===== src/rtl/core/bfa_pkg.sv =====
package bfa_pkg;

   localparam int DEF_MAX_INODES      = 4096;
   localparam int DEF_MAX_DATA_BLOCKS = 65536;

   localparam int WORD_W = 32;
   localparam int BIT_W  = 5;

   localparam int INODE_LIMIT_W = 13;
   localparam int DATA_LIMIT_W  = 17;
   localparam logic [INODE_LIMIT_W-1:0] INODE_LIMIT_RESET = 13'd4096;
   localparam logic [DATA_LIMIT_W-1:0]  DATA_LIMIT_RESET  = 17'd65536;

   localparam int CSR_ADDR_W = 3;
   localparam int CSR_DATA_W = 32;
   localparam logic CSR_INODE_LIMIT = 1'b0;
   localparam logic CSR_DATA_LIMIT  = 1'b1;

   localparam logic OP_ALLOC = 1'b0;
   localparam logic OP_FREE  = 1'b1;

   localparam logic POOL_INODE = 1'b0;
   localparam logic POOL_BLOCK = 1'b1;

   typedef enum logic [1:0] {
      STATUS_OK,
      STATUS_FULL,
      STATUS_ALREADY_FREE,
      STATUS_RANGE
   } status_type;

   typedef struct packed {
      logic        op;
      logic        pool;
      logic [15:0] item_index;
   } req_type;

   typedef struct packed {
      logic [15:0] granted_index;
      status_type  status;
   } rsp_type;

endpackage


===== src/rtl/core/bfa_map_ram.sv =====
module bfa_map_ram #(
   parameter int ROWS   = 2,
   parameter int ADDR_W = 1
) (
   input  logic                      clock,
   input  logic [ADDR_W-1:0]         addr,
   input  logic                      we,
   input  logic [bfa_pkg::WORD_W-1:0] wdata,
   input  logic                      re,
   output logic [bfa_pkg::WORD_W-1:0] rdata
);
   import bfa_pkg::*;

   logic [WORD_W-1:0] mem_ff [ROWS];
   logic [WORD_W-1:0] rdata_ff;

   always_ff @(posedge clock) begin
      if (we) begin
         mem_ff[addr] <= wdata;
      end
      if (re) begin
         rdata_ff <= mem_ff[addr];
      end
   end

   assign rdata = rdata_ff;

endmodule


===== config.mk =====
export PLATFORM = sky130hd
export DESIGN_NAME = bfa_map_ram
export DESIGN_NICKNAME = d
export VERILOG_FILES = /design/src/rtl/core/bfa_pkg.sv /design/src/rtl/core/bfa_map_ram.sv
export SDC_FILE = /design/constraint.sdc
export NUM_CORES = 1
export LEC_CHECK = 0
export BUFFER_PORTS_ARGS = -buffer_cell sky130_fd_sc_hd__clkbuf_2
export CAP_MARGIN = 10
export CORE_MARGIN = 8
export CORE_UTILIZATION = 55
export CTS_BUF_LIST = sky130_fd_sc_hd__clkbuf_4 sky130_fd_sc_hd__clkbuf_8 sky130_fd_sc_hd__clkbuf_16
export CTS_CLUSTER_DIAMETER = 50
export DETAILED_ROUTE_END_ITERATION = 8
export PLACE_DENSITY = 0.78
export SYNTH_ARGS = -nofsm -noshare
export SYNTH_HDL_FRONTEND = slang
export SYNTH_SLANG_ARGS = --single-unit

===== constraint.sdc =====
create_clock -name clock -period 4.7 [get_ports clock]
set_input_delay 0.47 -clock clock [delete_from_list [all_inputs] [get_ports clock]]
set_output_delay 0.47 -clock clock [all_outputs]
set_load 0.02 [all_outputs]

==> impl_metrics.toml <==
[floorplan]
row_count = 28
die_h_um = 94.9
ioPinCount = 68
dieWidth_um = 94.9
die-area_sq_um = 9010
core_sq_um = 5960
start_util_pct = 57.5

[global_route]
grt_usage_pct = 12.3
grt_max_degree = 35
grt_pass1_wl_um = 7870
antenna_found_initial = 0
grt_remaining_overflow = 0
grt_util_met1_pct = 13.0
grt_pass1_vias = 1573
use_met3_pct = 4.37
top_usage_layer = "met2"
use_met2_pct = 19.9

[clock_tree]
cts_resized = 0
cts_hold_buf = 0
cts_root_buf = "clkbuf_8"
cts_buffers = 9
cts_tree = "yes"
cts.sinks = 96
clk_pin_slew_worst_paths_ns = 0.08
postCtsSetupBuffers = 0
cts.path.max_buffers = 2
h-tree-depth = 3
clk_latency_ns = 0.36

[worst_setup_path]
cp-end-kind = "register"
crit_arrival_ns = 1.88
path_cells = "clkbuf_2 -> buf_4 -> and2_1 -> buf_4"
critPathRequiredTime_ns = 4.73
worst_path_most_repeated_cell = "buf_4"
path_buf_inv = 3
critPathMaxFanout = 34
cpPeakStageDelay_ns = 0.49
worstSetupPathType = "input pin to register"
cpMaxStageDelayCell = "buf_4"
cp-start-kind = "input pin"
critPathTopFamily = "buffers and inverters"

[timing]
drv_slew = 0
tns_ns = 0
rsz0062_at_grt = "no"
clock-skew-final_ns = 0.00767
min_period_over_period_pct = 39.5
fin_crit_ns = 1.85
final_hold_viol_count = 0
slew_headroom_pct = 37.8
setup_violations = 0
timing.fmax_mhz = 539
worstMarginPinSlew_ns = 0.931

[route]
drc_errors = 0
drtIter0Drc = 60
viasPerCell = 4.97
routed_wl_um = 5140
avgRoutedWirePerCell_um = 17.8
route.vias.total = 1437
drt-pass1-iter-count = 4
ant_nets = 0

[cells_and_area]
drive_gt1_share_pct = 53.7
fin_cells = 289
num-nets-final = 246
diodes = 0
mostFrequentLayoutCells = "edfxtp_1 (96), clkbuf_2 (67), mux2_4 (28), clkbuf_8 (9), mux2_2 (4)"
stdcell_area_sq_um = 4020
syn2layout_area_growth_pct = 17.2
layout_commonest_cell = "edfxtp_1"

[logic_synthesis]
netlist_area_sq_um = 3430
synth.avg_cell_area_sq_um = 25.6
synth_nets = 170
yosysSeqAreaShare_pct = 84.1
synth_cell_types = 8
synth_warnings = 0
synthCells = 134
ys_seq_elements = 96

[placement]
dp.cells = 274
portBuffers = 67
dpl_cell_area_sq_um = 3810
gp_congestion = 0.697

[power]
p_per_area_nw_per_um2 = 425
ir_drop_mv = 0.230
p_leak_nw = 1.56

[run]
maxCapViolations = 0

[outcome]
outcome = "complete, no violations"

[min_path]
hold_class = "input pin to register"
-- stage by stage --
stage / util [%] / setup WS (ns) / power [W] / hold WS [ns]
detailed placement: 64.0 / 2.45 / 0.00118 / 0.534
finish: 67.4 / 2.85 / 0.00171 / 0.295
CTS: 67.4 / 2.85 / 0.00172 / 0.280
floorplan: - / 2.08 / 0.00113 / 0.523
global route: 67.4 / 2.73 / 0.00177 / 0.281
global placement: 64.0 / 2.58 / 0.00117 / 0.526
-- per-layer routing --
layer | part of all wire [%] | wire [um]
met5 | 0 | 0
met4 | 3.5 | 181
met3 | 6.8 | 349
met2 | 52 | 2680
met1 | 38 | 1930
-- flip-flops by register name, indices dropped and copies added, names as in the netlist --
signal	count
rdata	32
mem_ff	64
-- cells in the mapped netlist (all sizes together) --
cell type / count / area share [%]
edfxtp: 96 / 84
buf: 4 / 1.9
and2: 1 / 0.18
nor2b: 1 / 0.18
mux2: 32 / 14
-- cell type report --
| cell class | count | area, sq um |
|---|---|---|
| clock buffers | 10 | 131 |
| clock inverters | 5 | 72.6 |
| fillers | 397 | 1940 |
| multi-input cells | 34 | 485 |
| flip-flops and latches | 96 | 2880 |
| well taps | 75 | 93.8 |
| repair buffers | 69 | 350 |
-- cell families after synthesis --
kind of cell,count (synthesis),share of synthesized area (%)
flip-flops,96,84.1
multiplexers,32,13.6
buffers and inverters,4,1.93
AND/OR/NAND/NOR,2,0.365
-- power by group --
group	total (W)	switching [W]	internal [W]	leakage [nW]
combinational	0.000131	0.0000718	0.0000596	0.544
sequential	0.00103	0.0000155	0.00101	0.914
clock	0.000551	0.000253	0.000298	0.105
total	0.00171	0.000340	0.00137	1.56
-- worst paths after layout --
path | startpoint | depth (start not counted) | slack [ns] | endpoint
max reg2reg | mem_ff[0][22] | 1 | 3.76 | rdata[22]
min reg2reg | mem_ff[1][7] | 1 | 0.55 | rdata[7]
min | wdata[27] | 1 | 0.29 | mem_ff[0][27]
max | addr | 4 | 2.85 | mem_ff[1][12]
(Power assumes the default switching activity.)
