## config.mk

```make
export PLATFORM = sky130hd
export DESIGN_NAME = bfa_seq
export DESIGN_NICKNAME = d
export VERILOG_FILES = /design/src/rtl/core/bfa_pkg.sv /design/src/rtl/core/bfa_find_zero.sv /design/src/rtl/core/bfa_seq.sv
export SDC_FILE = /design/constraint.sdc
export NUM_CORES = 1
export LEC_CHECK = 0
export BUFFER_PORTS_ARGS = -buffer_cell sky130_fd_sc_hd__buf_2
export CAP_MARGIN = 15
export CORE_ASPECT_RATIO = 1.2
export CORE_MARGIN = 5
export CORE_UTILIZATION = 37
export DETAILED_ROUTE_END_ITERATION = 8
export SYNTH_ARGS = -nofsm -noshare
export SYNTH_HDL_FRONTEND = slang
export SYNTH_SLANG_ARGS = --single-unit
```

## constraint.sdc

```tcl
create_clock -name clock -period 6.9 [get_ports clock]
set_input_delay 1.38 -clock clock [delete_from_list [all_inputs] [get_ports clock]]
set_output_delay 1.38 -clock clock [all_outputs]
set_load 0.02 [all_outputs]
```

## src/rtl/core/bfa_pkg.sv

```systemverilog
package bfa_pkg;

   localparam int DEF_MAX_INODES      = 4096;
   localparam int DEF_MAX_DATA_BLOCKS = 65536;

   localparam int WORD_W = 32;
   localparam int BIT_W  = 5;

   localparam int INODE_LIMIT_W = 13;
   localparam int DATA_LIMIT_W  = 17;
   localparam logic [INODE_LIMIT_W-1:0] INODE_LIMIT_RESET = 13'd4096;
   localparam logic [DATA_LIMIT_W-1:0]  DATA_LIMIT_RESET  = 17'd65536;

   localparam int CSR_ADDR_W = 3;
   localparam int CSR_DATA_W = 32;
   localparam logic CSR_INODE_LIMIT = 1'b0;
   localparam logic CSR_DATA_LIMIT  = 1'b1;

   localparam logic OP_ALLOC = 1'b0;
   localparam logic OP_FREE  = 1'b1;

   localparam logic POOL_INODE = 1'b0;
   localparam logic POOL_BLOCK = 1'b1;

   typedef enum logic [1:0] {
      STATUS_OK,
      STATUS_FULL,
      STATUS_ALREADY_FREE,
      STATUS_RANGE
   } status_type;

   typedef struct packed {
      logic        op;
      logic        pool;
      logic [15:0] item_index;
   } req_type;

   typedef struct packed {
      logic [15:0] granted_index;
      status_type  status;
   } rsp_type;

endpackage

```

## src/rtl/core/bfa_find_zero.sv

```systemverilog
module bfa_find_zero (
   input  logic [bfa_pkg::WORD_W-1:0] word,
   input  logic [bfa_pkg::WORD_W-1:0] mask,
   output logic                       found,
   output logic [bfa_pkg::BIT_W-1:0]  pos
);
   import bfa_pkg::*;

   logic [WORD_W-1:0] cand;

   assign cand  = ~word & mask;
   assign found = |cand;

   // lowest free bit wins
   always_comb begin
      pos = '0;
      for (int i = WORD_W - 1; i >= 0; i--) begin
         if (cand[i]) begin
            pos = BIT_W'(i);
         end
      end
   end

endmodule

```

## src/rtl/core/bfa_seq.sv

```systemverilog
module bfa_seq #(
   parameter int MAX_INODES      = bfa_pkg::DEF_MAX_INODES,
   parameter int LIM_W           = 17,
   parameter int ROWS            = 2,
   parameter int ADDR_W          = 1
) (
   input  logic                       clock,
   input  logic                       reset,
   input  logic                       start,
   output logic                       busy,
   input  bfa_pkg::req_type           req_data,
   input  logic [LIM_W-1:0]           inode_lim,
   input  logic [LIM_W-1:0]           block_lim,
   output logic                       rsp_valid,
   output bfa_pkg::rsp_type           rsp_data,
   output logic [ADDR_W-1:0]          ram_addr,
   output logic                       ram_we,
   output logic [bfa_pkg::WORD_W-1:0] ram_wdata,
   output logic                       ram_re,
   input  logic [bfa_pkg::WORD_W-1:0] ram_rdata
);
   import bfa_pkg::*;

   localparam int IROWS = (MAX_INODES + WORD_W - 1) / WORD_W;
   localparam int ROW_W = LIM_W - BIT_W;
   localparam int SUM_W = (ADDR_W > ROW_W ? ADDR_W : ROW_W) + 1;
   localparam logic [ADDR_W-1:0] LAST_ROW = ADDR_W'(ROWS - 1);

   typedef enum logic [2:0] {
      ST_CLEAR,
      ST_IDLE,
      ST_ALLOC_RD,
      ST_ALLOC_CHK,
      ST_FREE_RD,
      ST_FREE_CHK
   } state_type;

   state_type         state_ff;
   logic [ADDR_W-1:0] clr_ff;
   logic [LIM_W-1:0]  lim_ff;
   logic [LIM_W-1:0]  base_ff;
   logic [BIT_W-1:0]  bit_ff;
   logic              pool_ff;
   logic              rsp_valid_ff;
   rsp_type           rsp_ff;

   logic [SUM_W-1:0]  row_sum;
   logic [LIM_W-1:0]  rem;
   logic [LIM_W:0]    next_base;
   logic [LIM_W-1:0]  granted;
   logic [LIM_W-1:0]  sel_lim;
   logic [LIM_W-1:0]  idx_ext;
   logic [WORD_W-1:0] scan_mask;
   logic              scan_found;
   logic [BIT_W-1:0]  scan_pos;

   bfa_find_zero u_find_zero (
      .word  (ram_rdata),
      .mask  (scan_mask),
      .found (scan_found),
      .pos   (scan_pos)
   );

   assign row_sum = SUM_W'(base_ff[LIM_W-1:BIT_W])
                  + ((pool_ff == POOL_BLOCK) ? SUM_W'(IROWS) : SUM_W'(0));
   assign rem       = lim_ff - base_ff;
   assign scan_mask = (rem >= LIM_W'(WORD_W)) ? '1
                    : (WORD_W'(1) << rem[BIT_W-1:0]) - WORD_W'(1);
   assign next_base = {1'b0, base_ff} + (LIM_W + 1)'(WORD_W);
   assign granted   = base_ff + LIM_W'(scan_pos);
   assign sel_lim   = (req_data.pool == POOL_BLOCK) ? block_lim : inode_lim;
   assign idx_ext   = LIM_W'(req_data.item_index);

   assign ram_addr = (state_ff == ST_CLEAR) ? clr_ff : row_sum[ADDR_W-1:0];
   assign ram_re   = (state_ff == ST_ALLOC_RD) || (state_ff == ST_FREE_RD);

   always_comb begin
      ram_we    = 1'b0;
      ram_wdata = '0;
      case (state_ff)
         ST_CLEAR: begin
            ram_we = 1'b1;
         end
         ST_ALLOC_CHK: begin
            ram_we    = scan_found;
            ram_wdata = ram_rdata | (WORD_W'(1) << scan_pos);
         end
         ST_FREE_CHK: begin
            ram_we    = ram_rdata[bit_ff];
            ram_wdata = ram_rdata & ~(WORD_W'(1) << bit_ff);
         end
         default: begin
            ram_we = 1'b0;
         end
      endcase
   end

   always_ff @(posedge clock) begin
      if (reset) begin
         state_ff     <= ST_CLEAR;
         clr_ff       <= '0;
         rsp_valid_ff <= 1'b0;
      end else begin
         case (state_ff)
            ST_CLEAR: begin
               rsp_valid_ff <= 1'b0;
               clr_ff       <= clr_ff + ADDR_W'(1);
               if (clr_ff == LAST_ROW) begin
                  state_ff <= ST_IDLE;
               end
            end
            ST_IDLE: begin
               rsp_valid_ff <= start && ((req_data.op == OP_ALLOC)
                                         ? (sel_lim == '0) : (idx_ext >= sel_lim));
               if (start) begin
                  pool_ff <= req_data.pool;
                  lim_ff  <= sel_lim;
                  bit_ff  <= req_data.item_index[BIT_W-1:0];
                  if (req_data.op == OP_ALLOC) begin
                     base_ff <= '0;
                     if (sel_lim == '0) begin
                        rsp_ff.granted_index <= '0;
                        rsp_ff.status        <= STATUS_FULL;
                     end else begin
                        state_ff <= ST_ALLOC_RD;
                     end
                  end else begin
                     base_ff <= {idx_ext[LIM_W-1:BIT_W], BIT_W'(0)};
                     if (idx_ext >= sel_lim) begin
                        rsp_ff.granted_index <= '0;
                        rsp_ff.status        <= STATUS_RANGE;
                     end else begin
                        state_ff <= ST_FREE_RD;
                     end
                  end
               end
            end
            ST_ALLOC_RD: begin
               rsp_valid_ff <= 1'b0;
               state_ff     <= ST_ALLOC_CHK;
            end
            ST_ALLOC_CHK: begin
               rsp_valid_ff <= scan_found || (next_base >= {1'b0, lim_ff});
               if (scan_found) begin
                  rsp_ff.granted_index <= granted[15:0];
                  rsp_ff.status        <= STATUS_OK;
                  state_ff             <= ST_IDLE;
               end else if (next_base >= {1'b0, lim_ff}) begin
                  rsp_ff.granted_index <= '0;
                  rsp_ff.status        <= STATUS_FULL;
                  state_ff             <= ST_IDLE;
               end else begin
                  base_ff  <= next_base[LIM_W-1:0];
                  state_ff <= ST_ALLOC_RD;
               end
            end
            ST_FREE_RD: begin
               rsp_valid_ff <= 1'b0;
               state_ff     <= ST_FREE_CHK;
            end
            ST_FREE_CHK: begin
               rsp_valid_ff         <= 1'b1;
               rsp_ff.granted_index <= '0;
               rsp_ff.status        <= ram_rdata[bit_ff] ? STATUS_OK : STATUS_ALREADY_FREE;
               state_ff             <= ST_IDLE;
            end
            default: begin
               rsp_valid_ff <= 1'b0;
               state_ff     <= ST_IDLE;
            end
         endcase
      end
   end

   assign busy      = (state_ff != ST_IDLE);
   assign rsp_valid = rsp_valid_ff;
   assign rsp_data  = rsp_ff;

endmodule

```

==> flow_metrics.env <==
export IMPL_period_minus_slack_ns=6.58
export IMPL_synth_top_cell_area_share_pct=23.9
export IMPL_rows=53
export IMPL_grt_overflow_total=0
export IMPL_syn_avg_cell_area_um2=8.12
export IMPL_io_pins=142
export IMPL_slew_violations=0
export IMPL_routabilityCongestion=0.983
export IMPL_grt_usage_pct=22.5
export IMPL_drive_gt1_share_pct=23.6
export IMPL_drtAntennaViolNets=0
export IMPL_synthTopCellsByArea="edfxtp_1 24%, ha_1 7.8%, a21oi_1 5.9%"
export IMPL_critPathBufInv=3
export IMPL_yosysSeqAreaShare_pct=25.4
export IMPL_drv_cap=0
export IMPL_crit_path_max_incr_delay_ns=0.61
export IMPL_grt_pass1_wl_mm=36.9
export IMPL_synthToLayoutAreaGrowth_pct=18.7
export IMPL_cp_slowest_cell="nor2_2"
export IMPL_fin_worst_skew_ns=0.00472
export IMPL_synth_most_common_cell="a21oi_1"
export IMPL_io_buffers=141
export IMPL_worstSkewPairLatency_ns=0.33
export IMPL_dp_hpwl_mm=19.1
export IMPL_setup_viol=0
export IMPL_leakage_nw=3.26
export IMPL_outcome="finished clean"
export IMPL_vias=6992
export IMPL_antenna_found_initial=0
export IMPL_p_per_area_nw_per_um2=180
export IMPL_irDropWorstVdd_mv=0.0985
export IMPL_numCtsBuffers=9
export IMPL_min_period_over_period_pct=95.3
export IMPL_tritoncts="yes"
export IMPL_drt_iter0_markers=691
export IMPL_critPathArrivalTime_ns=5.20
export IMPL_synth_warnings=0
export IMPL_hold_path_class="reg -> reg"
export IMPL_layout_nets=1051
export IMPL_finalHoldViolCount=0
export IMPL_hold_buffers=0
export IMPL_async_reset_ff_share_pct=0
export IMPL_worst_setup_path_type="reg -> out"
export IMPL_synth_edff_count=52
export IMPL_crit_family="compound AO/OA/AOI/OAI gates"
export IMPL_grt_pass1_vias=6665
export IMPL_relSlewSlack_pct=32.5
export IMPL_dieHeight_um=156
export IMPL_ys_types=86
export IMPL_die_area_um2=20500
export IMPL_worstPathMaxFanout=18
export IMPL_syn_area_um2=6550
export IMPL_htree_levels=3
export IMPL_route_detailed_drc=0
export IMPL_cts_sinks=57
export IMPL_rsz0062_at_grt="no"
export IMPL_clk_pin_slew_ns=0.05
export IMPL_cts_root_buf="clkbuf_16"
export IMPL_grt_max_degree=58
export IMPL_wl_mm=24.1
export IMPL_ctsResizeCount=0
export IMPL_first_pass_iters=5
export IMPL_cp_end_kind="primary output"
export IMPL_synth_nets=934
export IMPL_synth_main_ff_cell="edfxtp_1"
export IMPL_tightest_slew_ns=1.01
export IMPL_yosys_area_top_type="edfxtp_1"
export IMPL_cts_path_max_buffers=2
export IMPL_ys_ff_latch=57
export IMPL_final_setup_tns_ns=0
export IMPL_die_w_um=131
export IMPL_routedWlPerCell_um=21.0
export IMPL_synthCells=806
export IMPL_required_ns=5.52
export IMPL_max_freq_mhz=152
export IMPL_synth_common_cells="77 x a21oi_1, 66 x nand2_1, 58 x inv_1"
export IMPL_core_area_um2=17400
export IMPL_fin_util_pct=44.5
export IMPL_crit_path_start_kind="flop"
export IMPL_post_cts_buffers=0
export IMPL_diodes=0
export IMPL_initial_core_util_pct=37.5
export IMPL_viasPerCell=6.09
export IMPL_crit_chain="inv_1, ha_1, and3_4, and2_4, a221oi_2, mux2i_1, nor2_2, a41oi_1, or2_0, o311a_1, o31ai_1, nand2_1, buf_4, o41ai_1, buf_2"
-- state kept, by name (all words and copies together), names as in the netlist --
register   count
bit_ff         5
clr_ff         1
state_ff       3
rsp_valid      1
lim_ff        17
base_ff       12
rsp_data      18
-- worst reg2reg max path: cells and delay by family, from the launching register on --
family / cells / cell delay (ns)
buffers and inverters: 3 / 0.60
DFF: 1 / 0.40
muxes: 1 / 0.22
and+or+nand+nor: 6 / 2.17
adders and majority gates: 1 / 0.34
AOI/OAI and AO/OA: 4 / 1.45
-- layout by cell type (no fill, tap or decap), types with 11 or more instances in the layout --
cell type | Yosys | routed
nor2_1 | 50 | 48
inv_1 | 58 | 58
nor2b_1 | 14 | 14
a21oi_1 | 77 | 76
a41oi_1 | 19 | 19
buf_4 | 0 | 15
xnor2_1 | 13 | 13
edfxtp_1 | 52 | 52
o21ai_0 | 56 | 56
nand4_1 | 14 | 14
buf_2 | 7 | 141
nand2_1 | 66 | 66
ha_1 | 41 | 41
o41ai_1 | 22 | 22
nor3_1 | 18 | 17
nand3_1 | 31 | 31
and3_1 | 18 | 18
o31ai_1 | 11 | 11
and2_1 | 13 | 13
-- where the power goes --
group / internal, mW / switching, mW / total [mW]
Sequential: 0.410 / 0.0348 / 0.445
Combinational: 0.181 / 0.313 / 0.494
Clock: 0.299 / 0.157 / 0.456
-- per-layer routing --
layer | vias up | track usage [%] | part of all wire (%)
met1 | 3252 | 27.9 | 41
met2 | 347 | 38.2 | 47
met5 | - | 0 | 0
met4 | 0 | 10.8 | 4.9
met3 | 68 | 3.71 | 6.8
li1 | 3325 | - | -
-- area by class of cell --
cell class | count | area, um2
Clock inverter | 4 | 51.3
Inverter | 60 | 225
Tap cell | 220 | 275
Clock buffer | 12 | 256
Timing Repair Buffer | 157 | 833
Sequential cell | 57 | 1660
Multi-Input combinational cell | 638 | 4460
Fill cell | 1799 | 9670
-- path summary, 6_finish.rpt --
check,slack [ns],to,cells after the start,from
max reg2reg,1.43,base_ff[11],15,base_ff[12]
min,0.55,clr_ff,2,clr_ff
max,0.32,ram_wdata[29],15,base_ff[12]
min reg2reg,0.55,clr_ff,2,clr_ff
-- stage by stage --
stage	power (mW)	hold slack (ns)	instance area, um2	std cells	worst slack (ns)
floorplan	0.779	0.506	6550	806	1.06
global placement	0.939	0.532	7440	1131	0.467
detailed placement	0.937	0.535	7440	1131	0.377
CTS	1.39	0.550	7750	1147	0.0199
global route	1.46	0.599	7770	1148	0.0000617
finish	1.39	0.546	7770	1148	0.323
-- cell families (layout without fill, tap and decap cells) --
kind of cell	Yosys count	count (layout)	share of synthesized area, %
AOI/OAI and AO/OA	279	279	29.2
xor gates and xnor gates	17	17	2.27
adders and majority gates	41	41	7.84
buffers and inverters	111	233	6.73
DFF	57	57	25.4
muxes	30	30	6.69
and+or+nand+nor	271	271	21.9
No activity file was read; power rests on OpenSTA's default activity.
